==> src/rswpd_pkg.sv <==
// Shared types and constants for the RGB sliding-window pulse density modulator.
package rswpd_pkg;

	localparam int WindowBits = 8;
	localparam int CntW       = $clog2(WindowBits + 1);
	localparam int LevelW     = 18;
	localparam int FracW      = 16;
	localparam int NumChan    = 3;

	// Level one and the rounding half, in Q1.16
	localparam logic [FracW:0] LevelOne = (FracW + 1)'(1) << FracW;
	localparam logic [FracW:0] HalfQ16  = (FracW + 1)'(1) << (FracW - 1);

	typedef logic signed [LevelW-1:0] level_t;
	typedef logic [WindowBits-1:0]    win_t;
	typedef logic [CntW-1:0]          cnt_t;

endpackage

==> src/rswpd_level_if.sv <==
// Channel carrying one tick of three signed Q1.16 colour levels.
interface rswpd_level_if;

	logic                   valid;
	logic                   ready;
	rswpd_pkg::level_t      red_level;
	rswpd_pkg::level_t      green_level;
	rswpd_pkg::level_t      blue_level;

	modport source (output valid, red_level, green_level, blue_level, input ready);
	modport sink   (input valid, red_level, green_level, blue_level, output ready);

endinterface

==> src/rswpd_drive_if.sv <==
// Channel carrying one tick of three LED drive bits.
interface rswpd_drive_if;

	logic valid;
	logic ready;
	logic red_on;
	logic green_on;
	logic blue_on;

	modport source (output valid, red_on, green_on, blue_on, input ready);
	modport sink   (input valid, red_on, green_on, blue_on, output ready);

endinterface

==> src/rgb_sliding_window_pulse_density_core.sv <==
// Top level: three-channel sliding-window pulse density modulator.
//
//  channel | dir | payload                               | handshake
//  levels  | in  | red/green/blue_level, signed Q1.16    | valid/ready
//  drive   | out | red/green/blue_on, one bit each       | valid/ready
//
// One transaction per cycle sustained while drive.ready holds; each passes
// the input register, then modulator logic into the result register.
// The window history and ones count of each channel advance as a
// transaction moves from the input register to the result register.
// arst_n clears histories, counts and both valid flags.
// A stalled result register holds; the input register still takes a new
// transaction while the result waits, then stalls behind it.
module rgb_sliding_window_pulse_density_core (
	input  logic          clk,
	input  logic          arst_n,
	rswpd_level_if.sink   levels,
	rswpd_drive_if.source drive
);

	localparam int SumW = rswpd_pkg::FracW + 1 + rswpd_pkg::CntW + 1;

	// target = round_half_up(clamp(level) * N)
	function automatic rswpd_pkg::cnt_t level_target(input rswpd_pkg::level_t lvl);
		logic [rswpd_pkg::FracW:0] mag;
		logic [SumW-1:0]           sum;
		if (lvl[rswpd_pkg::LevelW-1]) begin
			mag = '0;
		end else if (lvl[rswpd_pkg::FracW:0] > rswpd_pkg::LevelOne) begin
			mag = rswpd_pkg::LevelOne;
		end else begin
			mag = lvl[rswpd_pkg::FracW:0];
		end
		sum = SumW'(mag) * SumW'(rswpd_pkg::WindowBits) + SumW'(rswpd_pkg::HalfQ16);
		return rswpd_pkg::CntW'(sum >> rswpd_pkg::FracW);
	endfunction

	rswpd_pkg::level_t lvl_s1 [rswpd_pkg::NumChan];
	logic              valid_s1;
	logic              on_s2  [rswpd_pkg::NumChan];
	logic              valid_s2;

	rswpd_pkg::win_t   hist_q [rswpd_pkg::NumChan];
	rswpd_pkg::cnt_t   cnt_q  [rswpd_pkg::NumChan];

	rswpd_pkg::cnt_t   target [rswpd_pkg::NumChan];
	logic              leaving[rswpd_pkg::NumChan];
	logic              bit_new[rswpd_pkg::NumChan];
	rswpd_pkg::cnt_t   cnt_nxt[rswpd_pkg::NumChan];

	logic load_s2;
	logic load_s1;

	assign load_s2      = valid_s1 && (!valid_s2 || drive.ready);
	assign load_s1      = levels.valid && levels.ready;
	assign levels.ready = !valid_s1 || load_s2;

	always_comb begin
		for (int c = 0; c < rswpd_pkg::NumChan; c++) begin
			target[c]  = level_target(lvl_s1[c]);
			leaving[c] = hist_q[c][rswpd_pkg::WindowBits-1];
			if (target[c] > cnt_q[c]) begin
				bit_new[c] = 1'b1;
			end else if (target[c] < cnt_q[c]) begin
				bit_new[c] = 1'b0;
			end else begin
				bit_new[c] = leaving[c];   // tie: keep the density steady
			end
			cnt_nxt[c] = rswpd_pkg::CntW'(cnt_q[c] - rswpd_pkg::CntW'(leaving[c])
				+ rswpd_pkg::CntW'(bit_new[c]));
		end
	end

	// Input register
	always_ff @(posedge clk or negedge arst_n) begin
		if (!arst_n) begin
			valid_s1 <= 1'b0;
		end else if (levels.ready) begin
			valid_s1 <= levels.valid;
		end
	end

	always_ff @(posedge clk) begin
		if (load_s1) begin
			lvl_s1[0] <= levels.red_level;
			lvl_s1[1] <= levels.green_level;
			lvl_s1[2] <= levels.blue_level;
		end
	end

	// Result register and modulator state
	always_ff @(posedge clk or negedge arst_n) begin
		if (!arst_n) begin
			valid_s2 <= 1'b0;
			for (int c = 0; c < rswpd_pkg::NumChan; c++) begin
				hist_q[c] <= '0;
				cnt_q[c]  <= '0;
			end
		end else begin
			if (!valid_s2 || drive.ready) begin
				valid_s2 <= valid_s1;
			end
			if (load_s2) begin
				for (int c = 0; c < rswpd_pkg::NumChan; c++) begin
					hist_q[c] <= {hist_q[c][rswpd_pkg::WindowBits-2:0], bit_new[c]};
					cnt_q[c]  <= cnt_nxt[c];
				end
			end
		end
	end

	always_ff @(posedge clk) begin
		if (load_s2) begin
			for (int c = 0; c < rswpd_pkg::NumChan; c++) begin
				on_s2[c] <= bit_new[c];
			end
		end
	end

	assign drive.valid    = valid_s2;
	assign drive.red_on   = on_s2[0];
	assign drive.green_on = on_s2[1];
	assign drive.blue_on  = on_s2[2];

	// The running count must track the ones held in each window
	a_red_count: assert property (@(posedge clk) disable iff (!arst_n)
		cnt_q[0] == rswpd_pkg::CntW'($countones(hist_q[0])))
		else $error("red ones count out of step with window");

	a_green_count: assert property (@(posedge clk) disable iff (!arst_n)
		cnt_q[1] == rswpd_pkg::CntW'($countones(hist_q[1])))
		else $error("green ones count out of step with window");

	a_blue_count: assert property (@(posedge clk) disable iff (!arst_n)
		cnt_q[2] == rswpd_pkg::CntW'($countones(hist_q[2])))
		else $error("blue ones count out of step with window");

	// A transaction leaving the input register lands in the result register
	a_advance: assert property (@(posedge clk) disable iff (!arst_n)
		load_s2 |=> valid_s2)
		else $error("advanced transaction lost before result register");

	// Window state moves only when a transaction advances
	a_state_hold: assert property (@(posedge clk) disable iff (!arst_n)
		!load_s2 |=> $stable(cnt_q[0]) && $stable(cnt_q[1]) && $stable(cnt_q[2]))
		else $error("window count changed without a transaction");

endmodule
==> src/flat_wrapper.sv <==
// flat-port wrapper written by rule: the top's interface ports become plain ports
module rgb_sliding_window_pulse_density_core_flat 
  (clk, arst_n, levels_valid, levels_red_level, levels_green_level, levels_blue_level, levels_ready, drive_valid, drive_red_on, drive_green_on, drive_blue_on, drive_ready);
  rswpd_level_if levels_i ();
  rswpd_drive_if drive_i ();
  input  logic clk;
  input  logic arst_n;
  input wire logic [$bits(levels_i.valid)-1:0] levels_valid;
  input wire logic [$bits(levels_i.red_level)-1:0] levels_red_level;
  input wire logic [$bits(levels_i.green_level)-1:0] levels_green_level;
  input wire logic [$bits(levels_i.blue_level)-1:0] levels_blue_level;
  output wire logic [$bits(levels_i.ready)-1:0] levels_ready;
  output wire logic [$bits(drive_i.valid)-1:0] drive_valid;
  output wire logic [$bits(drive_i.red_on)-1:0] drive_red_on;
  output wire logic [$bits(drive_i.green_on)-1:0] drive_green_on;
  output wire logic [$bits(drive_i.blue_on)-1:0] drive_blue_on;
  input wire logic [$bits(drive_i.ready)-1:0] drive_ready;
  assign levels_i.valid = levels_valid;
  assign levels_i.red_level = levels_red_level;
  assign levels_i.green_level = levels_green_level;
  assign levels_i.blue_level = levels_blue_level;
  assign levels_ready = levels_i.ready;
  assign drive_valid = drive_i.valid;
  assign drive_red_on = drive_i.red_on;
  assign drive_green_on = drive_i.green_on;
  assign drive_blue_on = drive_i.blue_on;
  assign drive_i.ready = drive_ready;
  rgb_sliding_window_pulse_density_core u_core (.clk(clk), .arst_n(arst_n), .levels(levels_i), .drive(drive_i));
endmodule
==> config.mk <==
export PLATFORM = sky130hd
export DESIGN_NAME = rgb_sliding_window_pulse_density_core_flat
export DESIGN_NICKNAME = d
export VERILOG_FILES = /design/src/rswpd_pkg.sv /design/src/rswpd_level_if.sv /design/src/rswpd_drive_if.sv /design/src/rgb_sliding_window_pulse_density_core.sv /design/src/flat_wrapper.sv
export SDC_FILE = /design/constraint.sdc
export NUM_CORES = 1
export LEC_CHECK = 0
export ABC_AREA = 1
export BUFFER_PORTS_ARGS = -buffer_cell sky130_fd_sc_hd__buf_2
export CAP_MARGIN = 40
export CORE_MARGIN = 2
export CORE_UTILIZATION = 25
export CTS_CLUSTER_SIZE = 10
export DETAILED_ROUTE_END_ITERATION = 16
export PLACE_DENSITY_LB_ADDON = 0.2
export SYNTH_ARGS = -nofsm -noshare
export SYNTH_HDL_FRONTEND = slang
export SYNTH_SLANG_ARGS = --single-unit
==> constraint.sdc <==
create_clock -name clk -period 5.65 [get_ports clk]
set_input_delay 0.2825 -clock clk [delete_from_list [all_inputs] [get_ports clk]]
set_output_delay 0.2825 -clock clk [all_outputs]
set_load 0.02 [all_outputs]
==> flow_metrics.py <==
metrics = {
    "floorplanning": {
        "ios": 63,
        "rows": 48,
        "fp.dieW_um": 136.2,
        "initial_utilization": 0.2544,
        "core_area_mm2": 0.01718,
        "die-area_mm2": 0.01856,
        "die-height_um": 136.2,
    },
    "cells_and_area": {
        "post_route_cells_drive_above_1_share": 0.1865,
        "layout_common_cells": "nand2_1, buf_2, edfxtp_1, inv_1, nor2_1",
        "final_net_count": 587,
        "layout_commonest_cell": "nand2_1",
        "area_growth_syn_to_layout_pct": 20.61,
        "stdcell_count": 729,
        "num_antenna_cells": 0,
    },
    "logic_synthesis": {
        "synth_area_per_cell_um2": 10.19,
        "yosysWarnings": 0,
        "syn-num-nets": 517,
        "netlist_area_mm2": 0.004370,
        "synth_edf_count": 57,
        "ys_async_sr_fraction": 0.4000,
        "synth_ff_type": "edfxtp_1",
        "ys_seq_area_frac": 0.6092,
        "synth_cells": 429,
        "synth.distinct_cells": 24,
        "ys_ff_latch": 95,
    },
    "outcome": {
        "status": "complete, no violations",
    },
    "power": {
        "p_sw_mw": 0.7141,
        "clockPowerShare": 0.272,
        "internal-power_mw": 1.511,
        "pwr-share-seq": 0.448,
        "leakagePower_nw": 2.447,
        "power.density_mw_per_mm2": 422.2,
        "combPwrFrac": 0.280,
        "peakVddDrop_mv": 0.1711,
        "sw_frac_of_total": 0.3209,
    },
    "cts": {
        "worst_skew_pair.late_latency_ns": 0.34,
        "path_clk_slew_ns": 0.07,
        "clkSinkCount": 95,
        "htreeDepth": 3,
        "cts_tree": "built",
        "cts.path.max_buffers": 2,
        "clockRootBuffer": "clkbuf_16",
        "cts_buffers": 9,
    },
    "setup_path": {
        "path_class": "reg -> reg",
        "cp_max_fo": 6,
        "endpoint_kind": "register",
        "crit_path_start_kind": "register",
        "arrival_ns": 3.43,
        "cp.required_ns": 5.91,
    },
    "timing": {
        "fmax_mhz": 315.2,
        "fin_crit_ns": 3.172,
        "rsz0062_at_grt": "no",
        "relSlewSlack": 0.5324,
        "drv_slew": 0,
        "clock_skew_ns": 0.008154,
        "setup_viol": 0,
        "min_period_over_period": 0.5615,
        "hold_viol": 0,
        "worst_pin_slew_ns": 0.7014,
        "tns_ns": 0,
    },
    "grt": {
        "grt_first_pass_wirelength_um": 12770,
        "grt_pass1_vias": 2878,
        "grt_max_degree": 55,
        "antenna_found_initial": 0,
        "grt-ovfl-total": 0,
        "grt.total_usage": 0.08794,
    },
    "placed_design": {
        "gp_congestion": 0.7101,
        "port_buffers": 62,
        "place_inst": 712,
        "post-dp-hpwl_um": 5365,
    },
    "route": {
        "drc": 0,
        "drt-initial-drc-count": 122,
        "routed_wirelength_um": 7311,
        "drtPass1Iterations": 7,
        "ant_nets": 0,
        "viasPerCell": 3.997,
        "num_vias": 2914,
        "wl_per_cell_um": 10.03,
    },
    "worst_hold_path": {
        "hp-class": "in -> reg",
    },
    "flow_run": {
        "maxCapViolCount": 0,
    },
}
[cell type report]
type / instances / area [um^2]
fill: 1820 / 11910
tap: 225 / 281.5
sequential: 95 / 2663
clock inverter: 6 / 67.56
multi-input combinational: 271 / 1458
inverter: 56 / 210.2
clock buffer: 10 / 229.0
timing repair buffer: 66 / 362.8
[per-stage QoR]
step / setup WS, ns / power, mW / cell area (um^2) / utilization / hold WS, ns
6_report: 2.478 / 2.225 / 5271 / 0.3069 / 0.1147
5_1_grt: 2.036 / 2.418 / 5271 / 0.3069 / 0.09224
4_1_cts: 2.444 / 2.274 / 5271 / 0.3069 / 0.09110
3_5_place_dp: 2.464 / 1.651 / 4965 / 0.2890 / 0.2859
3_3_place_gp: 2.496 / 1.619 / 4937 / 0.2874 / 0.4538
2_1_floorplan: 2.803 / 1.484 / 4370 / - / -0.01309
[what timing repair did]
action | 4_1_cts | 5_1_grt
endpoints found under the hold margin | 18 | 0
endpoints found under the setup margin | 0 | 0
hold buffers | 1 | 0
setup buffers | 0 | 0
resized for setup | 0 | 0
[cell families after synthesis]
group                    share of synthesized area
buffers and inverters                      0.05726
XOR/XNOR                                  0.006013
AO/OA/AOI/OAI                              0.05182
AND/OR/NAND/NOR                             0.1847
adder cells (fa/ha/maj)                    0.09104
flip-flops                                  0.6092
[flip-flops by register name (all words and copies together) (netlist names)]
register / count
u_core.cnt_q: 12
u_core.hist_q: 24
u_core.on_s2: 3
u_core.lvl_s1: 54
u_core.drive.valid: 1
u_core.valid_s1: 1
[worst max-delay path, cell delays in order (launching register included)]
cell and delay (ns):
edfxtp_1 0.41, nor2_1 0.12, nand2_1 0.06, nor2_1 0.09
nand2_1 0.09, nand2_4 0.10, nand2_1 0.05, nor2_1 0.09
ha_1 0.17, inv_1 0.05, nor2_1 0.10, nand2_1 0.06
nand2_1 0.06, ha_1 0.23, nand2_1 0.06, inv_1 0.04
nand3_1 0.06, a2bb2oi_1 0.31, ha_1 0.24, inv_1 0.05
fa_1 0.37, xor2_1 0.14, o21ai_0 0.13
[cells in the mapped netlist (2+ instances only)]
library cell / count / area (um^2)
nand2_1: 127 / 476.7
edfxtp_1: 57 / 1712
inv_1: 54 / 202.7
nor2_1: 45 / 168.9
dfrtp_1: 38 / 950.9
ha_1: 27 / 337.8
nand3_1: 14 / 70.07
o21ai_0: 14 / 70.07
o21ai_1: 11 / 55.05
a21oi_1: 7 / 35.03
buf_2: 5 / 25.02
a21oi_2: 3 / 26.28
fa_1: 3 / 60.06
nand2_4: 3 / 33.78
nand4_1: 3 / 18.77
nor2_2: 3 / 18.77
o211ai_1: 3 / 22.52
a2bb2oi_1: 2 / 17.52
buf_4: 2 / 15.01
inv_2: 2 / 7.510
nand2_2: 2 / 12.51
xor2_1: 2 / 17.52
[routing by layer]
metal	routed length, um	global-route usage	vias to the layer above
met2	3445	0.1407	47
li1	-	-	1532
met1	3441	0.1083	1325
met5	0	0	-
met3	282	0.02424	10
met4	142	0.04572	0
[final timing paths]
path / slack, ns / cells after the start / from / endpoint
min in group asynchronous: 0.45 / 2 / arst_n / u_core.cnt_q[3]$_DFFE_PN0P_
worst max register to register: 2.48 / 22 / u_core.lvl_s1[0][48]$_DFFE_PP_ / u_core.cnt_q[2]$_DFFE_PN0P_
worst min register to register: 0.47 / 2 / u_core.hist_q[17]$_DFFE_PN0P_ / u_core.hist_q[18]$_DFFE_PN0P_
max in group asynchronous: 4.73 / 3 / arst_n / u_core.hist_q[2]$_DFFE_PN0P_
worst min-delay path: 0.11 / 1 / levels_blue_level[8] / u_core.lvl_s1[0][44]$_DFFE_PP_
worst max-delay path: 2.48 / 22 / u_core.lvl_s1[0][48]$_DFFE_PP_ / u_core.cnt_q[2]$_DFFE_PN0P_
[power groups by stage]
| stage | Combinational (mW) | Clock (mW) | Sequential, mW |
|---|---|---|---|
| finish | 0.623 | 0.605 | 0.998 |
| global route | 0.742 | 0.658 | 1.02 |
| CTS | 0.640 | 0.633 | 1.00 |
| detailed placement | 0.638 | 0 | 1.01 |
| global placement | 0.609 | 0 | 1.01 |
| floorplan | 0.483 | 0 | 1.00 |
No activity file was read; power rests on OpenSTA's default activity.
